===== config.mk =====
export PLATFORM = sky130hd
export DESIGN_NAME = mfdz_fuzz
export DESIGN_NICKNAME = d
export VERILOG_FILES = /design/src/design/assert_macros.svh /design/src/design/mfdz_pkg.sv /design/src/design/mfdz_fuzz.sv
export SDC_FILE = /design/constraint.sdc
export NUM_CORES = 1
export LEC_CHECK = 0
export BUFFER_PORTS_ARGS = -buffer_cell sky130_fd_sc_hd__buf_2
export CAP_MARGIN = 20
export CORE_MARGIN = 2
export CORE_UTILIZATION = 30
export CTS_BUF_LIST = sky130_fd_sc_hd__clkbuf_2 sky130_fd_sc_hd__clkbuf_4 sky130_fd_sc_hd__clkbuf_8
export CTS_CLUSTER_DIAMETER = 80
export DETAILED_ROUTE_END_ITERATION = 6
export GPL_TIMING_DRIVEN = 1
export SLEW_MARGIN = 0
export SYNTH_ARGS = -nofsm -noshare
export SYNTH_HDL_FRONTEND = slang
export SYNTH_SLANG_ARGS = --single-unit
export TNS_END_PERCENT = 100

===== constraint.sdc =====
create_clock -name clk -period 39.8 [get_ports clk]
set_input_delay 3.98 -clock clk [delete_from_list [all_inputs] [get_ports clk]]
set_output_delay 3.98 -clock clk [all_outputs]
set_load 0.01 [all_outputs]

===== src/design/assert_macros.svh =====
// Assertion macros for the motion fuzz / deadzone filter.
// Used by files that hold concurrent assertions; they need signals clk and arst_n in scope.
`ifndef ASSERT_MACROS_SVH
`define ASSERT_MACROS_SVH

// Property checked on every rising clk edge, off while in reset.
`define MFDZ_ASSERT(label, prop, msg) \
	label: assert property (@(posedge clk) disable iff (!arst_n) prop) else $error(msg);

// Condition that must never be true on a rising clk edge out of reset.
`define MFDZ_NEVER(label, cond, msg) \
	label: assert property (@(posedge clk) disable iff (!arst_n) not (cond)) else $error(msg);

`endif


===== src/design/mfdz_pkg.sv =====
// Shared widths, register indexes, reset values and types of the motion filter.
// No dependencies; imported by every module of the block.
`default_nettype none

package mfdz_pkg;

	localparam int RAW_W        = 16;
	localparam int OUT_W        = 25;
	localparam int FUZZ_W       = 15;
	localparam int WEIGHT_W     = 9;
	localparam int WEIGHT_SH    = 8;
	localparam int FRAC_BITS_DEF = 8;

	localparam int NUM_ACCEL  = 3;
	localparam int NUM_ORIENT = 4;
	localparam int NUM_GYRO   = 3;
	localparam int NUM_FUZZ   = NUM_ACCEL + NUM_ORIENT;
	localparam int NCH        = NUM_FUZZ + NUM_GYRO;

	// Channels sent out negated
	localparam int CH_ACCEL_Z  = 2;
	localparam int CH_ORIENT_Z = 6;

	// Configuration port
	localparam int CFG_IDX_W  = 3;
	localparam int CFG_DATA_W = FUZZ_W;

	localparam logic [CFG_IDX_W-1:0] REG_ACCEL_FUZZ    = 3'd0;
	localparam logic [CFG_IDX_W-1:0] REG_ORIENT_FUZZ   = 3'd1;
	localparam logic [CFG_IDX_W-1:0] REG_GYRO_DEADZONE = 3'd2;
	localparam logic [CFG_IDX_W-1:0] REG_WEIGHT_NEAR   = 3'd3;
	localparam logic [CFG_IDX_W-1:0] REG_WEIGHT_FAR    = 3'd4;

	localparam logic [FUZZ_W-1:0]   ACCEL_FUZZ_RST    = 15'd256;
	localparam logic [FUZZ_W-1:0]   ORIENT_FUZZ_RST   = 15'd24;
	localparam logic [FUZZ_W-1:0]   GYRO_DEADZONE_RST = 15'd24;
	localparam logic [WEIGHT_W-1:0] WEIGHT_NEAR_RST   = 9'd192;
	localparam logic [WEIGHT_W-1:0] WEIGHT_FAR_RST    = 9'd154;
	localparam logic [WEIGHT_W-1:0] WEIGHT_ONE        = 9'd256;

	typedef struct packed {
		logic [FUZZ_W-1:0]   fuzz;
		logic [WEIGHT_W-1:0] weight_near;
		logic [WEIGHT_W-1:0] weight_far;
	} fuzz_cfg_t;

endpackage

`default_nettype wire


===== src/design/mfdz_fuzz.sv =====
// One fuzz-filtered channel: kept value register plus hold / blend / take logic.
// Depends on mfdz_pkg.
`default_nettype none

module mfdz_fuzz #(
	parameter int FRAC_BITS = mfdz_pkg::FRAC_BITS_DEF
) (
	input  wire                                         clk,
	input  wire                                         arst_n,
	input  wire                                         upd,
	input  wire  logic signed [mfdz_pkg::RAW_W-1:0]     raw,
	input  wire  mfdz_pkg::fuzz_cfg_t                   cfg,
	output logic signed [mfdz_pkg::RAW_W+FRAC_BITS-1:0] nxt,
	output logic                                        chg
);
	import mfdz_pkg::*;

	localparam int KW = RAW_W + FRAC_BITS;
	localparam int DW = KW + 1;
	localparam int PW = DW + WEIGHT_W + 1;

	logic signed [KW-1:0]       kept_q;
	logic signed [KW-1:0]       cur;
	logic signed [DW-1:0]       diff;
	logic        [DW-1:0]       mag;
	logic        [DW-1:0]       th_half, th_one, th_two;
	logic                       in_hold, in_near, in_far;
	logic        [WEIGHT_W-1:0] w_sel, w_sat;
	logic signed [PW-1:0]       prod, corr, sum;
	logic signed [KW-1:0]       blended;

	assign cur  = KW'(raw) <<< FRAC_BITS;
	assign diff = DW'(cur) - DW'(kept_q);
	// magnitude; the most negative difference maps onto 2^KW as unsigned
	assign mag  = diff[DW-1] ? DW'(-diff) : DW'(diff);

	assign th_half = DW'(cfg.fuzz) << (FRAC_BITS - 1);
	assign th_one  = DW'(cfg.fuzz) << FRAC_BITS;
	assign th_two  = DW'(cfg.fuzz) << (FRAC_BITS + 1);

	assign in_hold = mag < th_half;
	assign in_near = mag < th_one;
	assign in_far  = mag < th_two;

	assign w_sel = in_near ? cfg.weight_near : cfg.weight_far;
	assign w_sat = (w_sel > WEIGHT_ONE) ? WEIGHT_ONE : w_sel;

	// (w*p + (1-w)*c) floored == c + floor(-w*(c-p))
	assign prod    = PW'(signed'({1'b0, w_sat})) * PW'(diff);
	assign corr    = (-prod) >>> WEIGHT_SH;
	assign sum     = PW'(cur) + corr;
	assign blended = sum[KW-1:0];

	always_comb begin
		if (in_hold) begin
			nxt = kept_q;
		end else if (in_far) begin
			nxt = blended;
		end else begin
			nxt = cur;
		end
	end

	assign chg = !in_hold;

	always_ff @(posedge clk or negedge arst_n) begin
		if (!arst_n) begin
			kept_q <= '0;
		end else if (upd) begin
			kept_q <= nxt;
		end
	end

endmodule

`default_nettype wire


==> parameters.txt <==
Parameter                              Value

Setup path
  Endpoint class of the critical path ... primary output
  Critical path buffers and inverters ... 6
  Worst path required time ... about 36 ns
  Critical path's most frequent cell ... a21oi_1
  Slowest stage delay, CP ... roughly 0.67 ns
  Arrival @ worst endpoint ... 19.30 ns
  Largest delay share family, worst path ... compound AO/OA/AOI/OAI gates
  Critical Path Slowest Stage Cell ... a211oi_4
  Crit Path Class ... primary input to primary output
  Largest driver fanout on the critical path ... 28
  Startpoint Class ... primary input

Finish
  Fraction of final layout cells sized beyond drive strength 1 ... 9.63%
  Area added between synthesis and finish ... 8.11%
  Largest reg by FF count ... kept_q
  Number of nets in the layout ... 1,987
  Final core area utilization ... 32.9%
  Filler cell count in the final layout ... between 4,000 and 5,000
  Commonest cells after routing, fill and taps aside ... inv_1 (304), nor2_1 (214), fa_1 (175), ha_1 (169), nand2_1 (108)
  Top flop regs ... kept_q (24)
  Final antenna diode count ... 0
  Max FFs per register ... 24
  Most common library cell in the layout ignoring fill and taps ... inv_1

Min path
  Path type of the worst min-delay path ... register to register

Synth
  EDFF count, synth ... 0
  Post-synthesis average cell area ... just over 8 um^2
  Combined area of all synthesized cells ... 0.0125 mm^2
  Synth Flop Type ... dfrtp_1
  Synthesis Warnings ... 0
  Number of storage elements in the synthesis netlist ... 24
  Post-synth ARST share ... 100%
  Netlist cell types ... 92
  Synth Instances ... 1,547
  Synthesized net count ... 1,943
  Sequential share of the synthesized area ... 4.81%

Clocking
  CTS Buffer Depth ... 2
  TritonCTS Buffers ... 3
  Resize count post-CTS ... 0
  Hold buffer count at cts ... 0
  Setup Fix Bufs, Post-CTS ... 0
  Insertion delay to the later sink of the worst-skew pair ... roughly 0.27 ns
  Total clock sinks ... 24
  Clock tree from TritonCTS ... done
  Number of H-tree branching levels ... 1
  Root Driver ... clkbuf_8
  Register clock-pin slew on the reported worst setup and hold paths ... 0.08 ns

Routing
  DRC errors left ... 0
  Detailed router's first-iteration violation count ... 747
  First-pass iteration count of the detailed router ... 5
  Via Count ... approximately 10,000
  Number of routed nets with antenna violations ... 0
  Routed vias/inst ... 4.94
  Post-detailed-route wirelength per cell ... 16.3 um
  Routed WL ... 34,600 um

STA
  Final hold viol count ... 0
  Max frequency ... 0.0430 GHz
  Unrepaired setup endpoints after global routing ... no
  Final clock skew ... 0.00554 ns
  Finish-stage setup viols ... 0
  Worst Max-Slew Pin Slew ... 1.11 ns
  Minimum period implied by the final worst setup slack ... 23.28 ns
  Max-slew violation count ... 0
  Share of the clock period used by the worst path ... 58.5%
  Final total negative setup slack ... 0 ns
  Max-slew headroom at the worst pin ... 26.1%

Floorplanning
  Floorplan core area ... 0.0410 mm^2
  Total die area ... 0.0433 mm^2
  Number of I/O pins ... 77
  Number of rows in the core area ... 74
  Vert. Die Dim ... between 200 and 250 um
  Die W ... 208 um
  Effective utilization at floorplan ... 30.5%

Global routing
  First-pass GRT wire length ... 57,800 um
  Total GRT Usage ... 16.5%
  Global route overflow ... 0
  Via count of the first global-routing pass ... around 11,000
  Maximum number of pins on one net before global-route repair ... between 40 and 50
  Initial antenna violation count ... 0

Place
  RePlAce Congestion ... 0.885
  HPWL after detailed placement ... roughly 30,000 um
  Number of buffers inserted by port buffering ... 76

Job
  Number of maximum-capacitance constraint violations ... 0

Outcome
  Run status ... complete, no violations
cell families after synthesis:
logic type / count (synthesis) / synth area share [%]
flip-flops: 24 / 4.81
AND/OR/NAND/NOR: 451 / 17.2
buffers and inverters: 365 / 11.2
adder cells (fa/ha/maj): 344 / 45.0
AO/OA/AOI/OAI: 247 / 13.3
XOR/XNOR: 95 / 6.72
multiplexers: 21 / 1.87
worst min-delay path, cell delays in order (launching register included):
cell and delay [ns]:
dfrtp_1 0.37, nand2_1 0.05, o21ai_0 0.06
cell usage after synthesis, drive strengths merged (3+ instances only):
cell	count	area, um^2
inv	306	1150
nor2	214	803
fa	175	3500
ha	169	2110
nand2	109	412
a21oi	78	394
xnor2	61	542
o21ai	53	273
clkbuf	42	159
xor2	34	298
a21o	28	210
dfrtp	24	601
nand2b	18	113
nor2b	17	106
buf	16	87.6
mux2	16	184
nand3	16	80.1
or3	16	100
o31ai	15	128
nor3	11	65.1
a211oi	10	92.6
a31oi	8	65.1
and2	8	50.1
nand4	7	43.8
nor4	7	80.1
nand4b	6	67.6
o211ai	6	50.1
o21a	6	45.0
mux2i	5	50.1
o21bai	4	30.0
or4b	4	47.6
a2111oi	3	26.3
a221o	3	30.0
a22o	3	26.3
a41oi	3	41.3
and3	3	18.8
nor4b	3	47.5
o211a	3	30.0
or3b	3	26.3
path summary, 6_finish.rpt:
kind                            startpoint          to  slack, ns  cells past startpoint
worst max-delay path                raw[2]     nxt[23]      16.52                     59
worst min-delay path            kept_q[15]  kept_q[15]       0.52                      2
worst max register to register   kept_q[0]  kept_q[23]      23.57                     59
worst min register to register  kept_q[15]  kept_q[15]       0.52                      2
max in group asynchronous           arst_n   kept_q[2]      35.72                      1
min in group asynchronous           arst_n  kept_q[17]       3.70                      1
metal layers:
metal / vias up / track usage [%] / share of wire, %
met3: 22 / 3.73 / 7.6
met4: 0 / 2.26 / 1.0
met1: 5110 / 24.6 / 50
li1: 5042 / - / -
met5: - / 0 / 0
met2: 297 / 24.8 / 41
per-stage QoR:
stage	instances	hold WS [ns]	cell area, um^2	setup WS (ns)
CTS	2121	0.524	13500	16.68
global placement	2118	0.490	13500	17.08
detailed placement	2118	0.502	13500	16.71
global route	2121	0.557	13500	15.46
finish	2121	0.519	13500	16.52
floorplan	1547	0.472	12500	19.26
layout make-up:
class,count,area (um^2),share of cell area [%]
well taps,532,666,4.93
repair buffers,97,538,3.98
clock buffers,3,41.3,0.306
multi-input cells,1158,10500,77.8
inverters,307,1150,8.53
flip-flops and latches,24,601,4.45
Power is not shown: default switching activity piles up to over one toggle a cycle in this logic, so the estimate is an artifact.
