## src/design/assert_macros.svh

```systemverilog
// Assertion macros for the motion fuzz / deadzone filter.
// Used by files that hold concurrent assertions; they need signals clk and arst_n in scope.
`ifndef ASSERT_MACROS_SVH
`define ASSERT_MACROS_SVH

// Property checked on every rising clk edge, off while in reset.
`define MFDZ_ASSERT(label, prop, msg) \
	label: assert property (@(posedge clk) disable iff (!arst_n) prop) else $error(msg);

// Condition that must never be true on a rising clk edge out of reset.
`define MFDZ_NEVER(label, cond, msg) \
	label: assert property (@(posedge clk) disable iff (!arst_n) not (cond)) else $error(msg);

`endif

```

## src/design/mfdz_pkg.sv

```systemverilog
// Shared widths, register indexes, reset values and types of the motion filter.
// No dependencies; imported by every module of the block.
`default_nettype none

package mfdz_pkg;

	localparam int RAW_W        = 16;
	localparam int OUT_W        = 25;
	localparam int FUZZ_W       = 15;
	localparam int WEIGHT_W     = 9;
	localparam int WEIGHT_SH    = 8;
	localparam int FRAC_BITS_DEF = 8;

	localparam int NUM_ACCEL  = 3;
	localparam int NUM_ORIENT = 4;
	localparam int NUM_GYRO   = 3;
	localparam int NUM_FUZZ   = NUM_ACCEL + NUM_ORIENT;
	localparam int NCH        = NUM_FUZZ + NUM_GYRO;

	// Channels sent out negated
	localparam int CH_ACCEL_Z  = 2;
	localparam int CH_ORIENT_Z = 6;

	// Configuration port
	localparam int CFG_IDX_W  = 3;
	localparam int CFG_DATA_W = FUZZ_W;

	localparam logic [CFG_IDX_W-1:0] REG_ACCEL_FUZZ    = 3'd0;
	localparam logic [CFG_IDX_W-1:0] REG_ORIENT_FUZZ   = 3'd1;
	localparam logic [CFG_IDX_W-1:0] REG_GYRO_DEADZONE = 3'd2;
	localparam logic [CFG_IDX_W-1:0] REG_WEIGHT_NEAR   = 3'd3;
	localparam logic [CFG_IDX_W-1:0] REG_WEIGHT_FAR    = 3'd4;

	localparam logic [FUZZ_W-1:0]   ACCEL_FUZZ_RST    = 15'd256;
	localparam logic [FUZZ_W-1:0]   ORIENT_FUZZ_RST   = 15'd24;
	localparam logic [FUZZ_W-1:0]   GYRO_DEADZONE_RST = 15'd24;
	localparam logic [WEIGHT_W-1:0] WEIGHT_NEAR_RST   = 9'd192;
	localparam logic [WEIGHT_W-1:0] WEIGHT_FAR_RST    = 9'd154;
	localparam logic [WEIGHT_W-1:0] WEIGHT_ONE        = 9'd256;

	typedef struct packed {
		logic [FUZZ_W-1:0]   fuzz;
		logic [WEIGHT_W-1:0] weight_near;
		logic [WEIGHT_W-1:0] weight_far;
	} fuzz_cfg_t;

endpackage

`default_nettype wire

```

## src/design/mfdz_dzone.sv

```systemverilog
// One gyro channel: graded deadzone and kept value register.
// Depends on mfdz_pkg.
`default_nettype none

module mfdz_dzone #(
	parameter int FRAC_BITS = mfdz_pkg::FRAC_BITS_DEF
) (
	input  wire                                         clk,
	input  wire                                         arst_n,
	input  wire                                         upd,
	input  wire  logic signed [mfdz_pkg::RAW_W-1:0]     raw,
	input  wire  logic [mfdz_pkg::FUZZ_W-1:0]           zone,
	output logic signed [mfdz_pkg::RAW_W+FRAC_BITS-1:0] nxt,
	output logic                                        chg
);
	import mfdz_pkg::*;

	localparam int KW = RAW_W + FRAC_BITS;
	localparam int MW = RAW_W + 1;

	logic signed [KW-1:0] kept_q;
	logic signed [MW-1:0] raw_x;
	logic        [MW-1:0] mag;
	logic        [MW-1:0] th1, th2, th4;

	assign raw_x = MW'(raw);
	assign mag   = raw_x[MW-1] ? MW'(-raw_x) : MW'(raw_x);
	assign th1   = MW'(zone);
	assign th2   = MW'(zone) << 1;
	assign th4   = MW'(zone) << 2;

	// quarter and half of the fixed-point sample are exact shifts
	always_comb begin
		if (mag < th1) begin
			nxt = '0;
		end else if (mag < th2) begin
			nxt = KW'(raw) <<< (FRAC_BITS - 2);
		end else if (mag < th4) begin
			nxt = KW'(raw) <<< (FRAC_BITS - 1);
		end else begin
			nxt = KW'(raw) <<< FRAC_BITS;
		end
	end

	assign chg = (nxt != kept_q);

	always_ff @(posedge clk or negedge arst_n) begin
		if (!arst_n) begin
			kept_q <= '0;
		end else if (upd) begin
			kept_q <= nxt;
		end
	end

endmodule

`default_nettype wire

```

## config.mk

```make
export PLATFORM = sky130hd
export DESIGN_NAME = mfdz_dzone
export DESIGN_NICKNAME = d
export VERILOG_FILES = /design/src/design/assert_macros.svh /design/src/design/mfdz_pkg.sv /design/src/design/mfdz_dzone.sv
export SDC_FILE = /design/constraint.sdc
export NUM_CORES = 1
export LEC_CHECK = 0
export ABC_AREA = 1
export BUFFER_PORTS_ARGS = -buffer_cell sky130_fd_sc_hd__buf_2
export CORE_UTILIZATION = 30
export CTS_CLUSTER_SIZE = 30
export DETAILED_ROUTE_END_ITERATION = 6
export GPL_ROUTABILITY_DRIVEN = 0
export GPL_TIMING_DRIVEN = 0
export PLACE_DENSITY = 0.52
export SETUP_SLACK_MARGIN = 0.02
export SLEW_MARGIN = 40
export SYNTH_ARGS = -nofsm -noshare
export SYNTH_HDL_FRONTEND = slang
export SYNTH_SLANG_ARGS = --single-unit
```

## constraint.sdc

```tcl
create_clock -name clk -period 3.27 [get_ports clk]
set_input_delay 0 -clock clk [delete_from_list [all_inputs] [get_ports clk]]
set_output_delay 0 -clock clk [all_outputs]
set_load 0.05 [all_outputs]
```

==> results of run 1 <==
==> power groups by stage <==
| stage | Sequential [µW] | Clock [µW] | Combinational (µW) |
|---|---|---|---|
| 3_5_place_dp | 288 | 0 | 800 |
| 6_report | 284 | 195 | 998 |
| 2_1_floorplan | 281 | 0 | 617 |
| 4_1_cts | 283 | 199 | 839 |
| 3_3_place_gp | 285 | 0 | 791 |
| 5_1_grt | 289 | 210 | 1110 |
==> worst reg2reg max path: stages, from the launching register on <==
cell	delay (ps)
dfrtp_1	410
nand2_1	70
o21ai_0	100
==> synthesized netlist by cell type (all sizes together) <==
| library cell | count | area share [%] |
|---|---|---|
| a211oi | 2 | 0.66 |
| a21boi | 1 | 0.25 |
| a21o | 2 | 0.49 |
| a21oi | 19 | 3.2 |
| a31oi | 1 | 0.21 |
| buf | 16 | 4.2 |
| clkbuf | 4 | 0.49 |
| conb | 1 | 0.12 |
| dfrtp | 18 | 15 |
| ha | 43 | 18 |
| inv | 78 | 9.6 |
| nand2 | 144 | 19 |
| nand3 | 56 | 10 |
| nand3b | 10 | 2.5 |
| nand4 | 6 | 1.2 |
| nor2 | 29 | 4.1 |
| nor3 | 4 | 0.66 |
| nor4 | 2 | 0.41 |
| o211ai | 2 | 0.66 |
| o21a | 1 | 0.25 |
| o21ai | 31 | 5.3 |
| o31ai | 2 | 0.49 |
| xnor2 | 1 | 0.29 |
| xor2 | 12 | 3.5 |
==> per-layer routing <==
metal  wire length (µm)  track usage [%]
met5                  0                0
met4                111             2.09
met3                386             2.31
met2               4250             29.3
met1               4240             22.8
==> worst min-delay path by stage <==
stage / end / slack [ps] / from / cells after the start
after global routing: kept_q[6] / 170 / raw[0] / 5
after floorplan: kept_q[10] / -300 / arst_n / 0
after CTS: kept_q[6] / 180 / raw[0] / 5
after detailed placement: kept_q[6] / -30 / arst_n / 1
final: kept_q[6] / 140 / raw[0] / 5
after global placement: kept_q[6] / -30 / arst_n / 1
==> kinds of logic after synthesis <==
group                      Yosys count  share of synthesized area (%)
AOI/OAI and AO/OA                   61                           11.6
other                                1                          0.123
DFF                                 18                           14.8
and+or+nand+nor                    251                           37.7
xor gates and xnor gates            13                           3.74
buffers and inverters               98                           14.4
adders and majority gates           43                           17.7
==> repair_timing <==
action                                 in CTS  in global routing
hold buffers                                2                  0
setup endpoints to repair                  28                 26
cloned                                      0                  4
endpoints found under the hold margin      20                  0
pin swaps                                  10                 38
resized for setup                          26                109
setup buffers                               7                 12
==> layout make-up <==
cell class | count | area share, %
Inverter | 78 | 7.49
Sequential cell | 18 | 10.6
Clock buffer | 4 | 1.29
Multi-Input combinational cell | 375 | 58.6
Timing Repair Buffer | 76 | 14.1
Buffer | 20 | 4.05
Tap cell | 133 | 3.91
==> stage by stage <==
step	worst slack, ps	cell area, µm²
after floorplan	40.1	3090
after global placement	-817	3510
after detailed placement	-767	3510
after CTS	-261	3720
after global routing	-503	4260
final	-225	4260
==> out/summary.txt, run 1 <==
Final period util: 107%
FF-to-FF path depth: 2
Worst Path Max Fanout: 8
Layout Nets: 649
failing checks: negative setup slack
number of global-route vias before repair: 3053
Port Buffer Count: 51
outcome: complete, but fails checks
die area: 0.0105 mm²
htree depth: 1
max reg flops: 18
Longest Clk Path Bufs: 2
clk_lat worst skew: 260 ps
CP Class: in2out
Clock Power Share: 13.2%
commonest non-fill, non-tap cell in the layout: nand2_1
final core occ: 43.4%
worst path bufs/invs: 7
crit-path max cell delay: 270 ps
synthesized flop and latch total: 18
Reg area: 450 µm²
Internal: 753 µW
Worst VDD drop: 0.179 mV
Worst-path clk slew: 80 ps
Synth warnings: 0
Top reg by flops: kept_q
largest net degree at the start of global routing: 19
Total Power: 1480 µW
DRC: 0
initial core utilization: 31.0%
Root Driver: clkbuf_8
Fin Setup TNS: -225 ps
Worst R2R Setup Slack: 2570 ps
Crit-path slowest cell: o31ai_4
GRT Total Usage: 16.9%
# Max-Cap Violations: 0
reg2reg start: kept_q[15]
vias: 3303
fillers: 1069
Hold WC Path Type: in2reg
ratio of cells with drive above 1 in the final layout: 33.6%
final-report setup violation count: 1
CP endpoint kind: output port
GRT Residual Overflow: 0
Top Registers: kept_q: 18 flops
Sw Ratio: 49.0%
Critical Path RT: 3270 ps
Avg Synthesized Cell Area: 6.27 µm²
initial antenna violation count: 0
commonest non-fill, non-tap cells in the layout: 117 x nand2_1, 59 x inv_1, 42 x nand3_1
crit path time final: 3500 ps
crit path capture: chg
switching power: 724 µW
Arrival @ worst endpoint: 3500 ps
drt via density: 4.69
antenna cell count: 0
Worst path top cell family by delay: simple AND/OR/NAND/NOR gates
Die H: 103 µm
Mapped Cells: 485
RSZ-0062 raised after global routing: true
clock sink total: 18
Final Hold Violating Endpoints: 0
FF-to-FF End: kept_q[15]
Final ANT Viol Nets: 0
critical path launch point type: primary input
slew margin rel.: 65.5%
Synth cell types: 37
Final Hold Slack: 145 ps
DR WL/cell: 12.8 µm
Die X-Extent: 103 µm
CP Depth: 25
IO Pins: 59
Worst Tran Pin Value: 518 ps
Std-Cell Rows: 36
Pre-Repair DR Iteration Count: 4
final-report max-slew violation count: 0
area of the multi-input gates: 0.00249 mm²
CTS tree: yes
fmax: 0.286 GHz
Critical path origin: raw[0]
WL final: 8980 µm
Comb power frac: 67.6%
CTS buffer count: 3
placed cells: 675
cell area after synthesis: 0.00304 mm²
final cell count without fillers: 704
area of the core: 0.00982 mm²
Worst Skew: 0 ps
First DRT Iteration DRCs: 109
leakage: 0.00226 µW
placed wire-length estimate: 7010 µm
Area Growth Syn to Fin: 40.0%
first-pass GRT wire length: 14100 µm
Reg power frac: 19.2%
setup ws final: -225 ps
PD cells: 347 mW/mm²
post-synthesis sequential area ratio: 14.8%
No activity file was read; power rests on OpenSTA's default activity.
==> run 2, diff against run 1 <==
--- a/config.mk
+++ b/config.mk
@@ -6,13 +6,13 @@
 export NUM_CORES = 1
 export LEC_CHECK = 0
 export ABC_AREA = 1
-export BUFFER_PORTS_ARGS = -buffer_cell sky130_fd_sc_hd__buf_2
 export CORE_UTILIZATION = 30
 export CTS_CLUSTER_SIZE = 30
 export DETAILED_ROUTE_END_ITERATION = 6
+export DONT_BUFFER_PORTS = 1
 export GPL_ROUTABILITY_DRIVEN = 0
 export GPL_TIMING_DRIVEN = 0
-export PLACE_DENSITY = 0.52
+export PLACE_DENSITY = 0.47
 export SETUP_SLACK_MARGIN = 0.02
 export SLEW_MARGIN = 40
 export SYNTH_ARGS = -nofsm -noshare
==> run 2 against run 1 <==
Utilization decreased by 5.1 points. Total power decreased by 13%. Largest power group unchanged. Clock skew unchanged. Hold slack got worse by 130 ps. The run still ends with negative setup slack left. Final cell count decreased by 8.7%. Highest routed layer unchanged. Global-route usage increased by 0.52 points.
==> out/summary.txt, run 2 (synthesized netlist as in run 1, its figures left out) <==
outcome: complete, but fails checks
failing checks: negative setup slack
Critical Path RT: 3270 ps (about the same)
htree depth: 1 (unchanged)
DR WL/cell: 13.6 µm (+6.5%)
Worst-path clk slew: 70 ps (about the same)
Final ANT Viol Nets: 0 (unchanged)
WL final: 8740 µm (-2.7%)
Layout Nets: 589 (-9.2%)
placed cells: 624 (-7.6%)
final-report setup violation count: 1 (unchanged)
fillers: 1125 (+5.2%)
area of the core: 0.00982 mm² (unchanged)
Hold WC Path Type: in2reg
GRT Residual Overflow: 0 (unchanged)
commonest non-fill, non-tap cells in the layout: 124 x nand2_1, 59 x inv_1, 45 x nand3_1
Worst Skew: 0 ps (unchanged)
IO Pins: 59 (unchanged)
final cell count without fillers: 643 (-8.7%)
fmax: 0.303 GHz (+6.0%)
setup ws final: -25.8 ps (+199 ps)
commonest non-fill, non-tap cell in the layout: nand2_1
final-report max-slew violation count: 0 (unchanged)
Root Driver: clkbuf_8
Top Registers: kept_q: 18 flops
crit path time final: 3300 ps (-199 ps)
vias: 3044 (-7.8%)
largest net degree at the start of global routing: 19 (unchanged)
final core occ: 38.3% (-5.1 points)
Top reg by flops: kept_q
Crit-path slowest cell: xor2_4
Final period util: 101% (-6.1 points)
Worst Tran Pin Value: 514 ps (-3.58 ps)
CP endpoint kind: output port
leakage: 0.00195 µW (-14%)
max reg flops: 18 (unchanged)
initial core utilization: 31.0% (unchanged)
first-pass GRT wire length: 14400 µm (+2.1%)
CP Class: in2out
die area: 0.0105 mm² (unchanged)
drt via density: 4.73 (+0.90%)
antenna cell count: 0 (unchanged)
CTS buffer count: 3 (unchanged)
placed wire-length estimate: 7110 µm (+1.4%)
Die H: 103 µm (unchanged)
DRC: 0 (unchanged)
slew margin rel.: 65.7% (+0.24 points)
First DRT Iteration DRCs: 74 (-32%)
Worst VDD drop: 0.160 mV (-11%)
PD cells: 342 mW/mm² (-1.3%)
crit-path max cell delay: 280 ps (about the same)
Arrival @ worst endpoint: 3300 ps (-200 ps)
Std-Cell Rows: 36 (unchanged)
Longest Clk Path Bufs: 2 (unchanged)
Fin Setup TNS: -25.8 ps (+199 ps)
# Max-Cap Violations: 0 (unchanged)
Area Growth Syn to Fin: 23.6%
RSZ-0062 raised after global routing: true
Worst Path Max Fanout: 4 (-4)
Port Buffer Count: 0 (-100%)
most frequent CP cell: nand2_1
ratio of cells with drive above 1 in the final layout: 23.3% (-10 points)
number of global-route vias before repair: 2981 (-2.4%)
critical path launch point type: primary input
Die X-Extent: 103 µm (unchanged)
CTS tree: yes
Pre-Repair DR Iteration Count: 4 (unchanged)
GRT Total Usage: 17.4% (+0.52 points)
Final Hold Violating Endpoints: 0 (unchanged)
initial antenna violation count: 0 (unchanged)
clk_lat worst skew: 250 ps (about the same)
clock sink total: 18 (unchanged)
==> run 2: through the flow <==
stage | total power [µW] | hold slack (ps) | area [µm²] | setup slack, ps
3_5_place_dp | 1020 | -295 | 3260 | -709
3_3_place_gp | 1010 | -295 | 3260 | -710
5_1_grt | 1410 | 36.9 | 3760 | -345
4_1_cts | 1270 | 10.1 | 3620 | -256
6_report | 1290 | 18.1 | 3760 | -25.8
2_1_floorplan | 898 | -296 | 3090 | 40.1
==> run 2: path summary, 6_finish.rpt <==
path,cells past startpoint,from,slack (ps),to
worst max-delay path,26,raw[1],-30,chg
worst min-delay path,2,upd,20,kept_q[14]
worst max register to register,2,kept_q[11],2580,kept_q[11]
worst min register to register,2,kept_q[23],510,kept_q[23]
max in group asynchronous,2,arst_n,2750,kept_q[14]
min in group asynchronous,2,arst_n,220,kept_q[8]
==> run 2: cell type report <==
cell class                 count  area [µm²]  share of cell area [%]
clock buffer                   3        41.3                    1.10
timing repair buffer          16         126                    3.36
multi-input combinational    375        2460                    65.5
sequential                    18         450                    12.0
buffer                        20         151                    4.03
tap                          133         166                    4.42
inverter                      78         363                    9.65
==> run 2: power breakdown <==
part / switching [µW] / internal [µW] / total (µW)
combinational: 562 / 283 / 845
clock: 77.0 / 82.0 / 159
sequential: 24.2 / 259 / 283
==> run 2: per-layer routing <==
metal  up-vias  global-route usage, %  wire length (µm)
li1       1601                      -                 -
met1      1386                   22.8              4090
met2        55                   30.3              4140
met3         2                   4.07               491
met4         0                  0.989                21
met5         -                      0                 0
==> run 2: worst max-delay path: cells and delay by family <==
kind,cells,cell delay (ps)
XOR/XNOR,1,280
adder cells (fa/ha/maj),2,390
buffers and inverters,5,520
AO/OA/AOI/OAI,4,690
AND/OR/NAND/NOR,14,1400
==> run 2: repair_timing <==
item / in CTS / in global routing
cloned: 0 / 0
setup endpoints to repair: 20 / 18
pin swaps: 30 / 21
endpoints found under the hold margin: 20 / 18
buffers inserted: 12 / 2
hold buffers: 2 / 1
gates resized for setup: 53 / 23
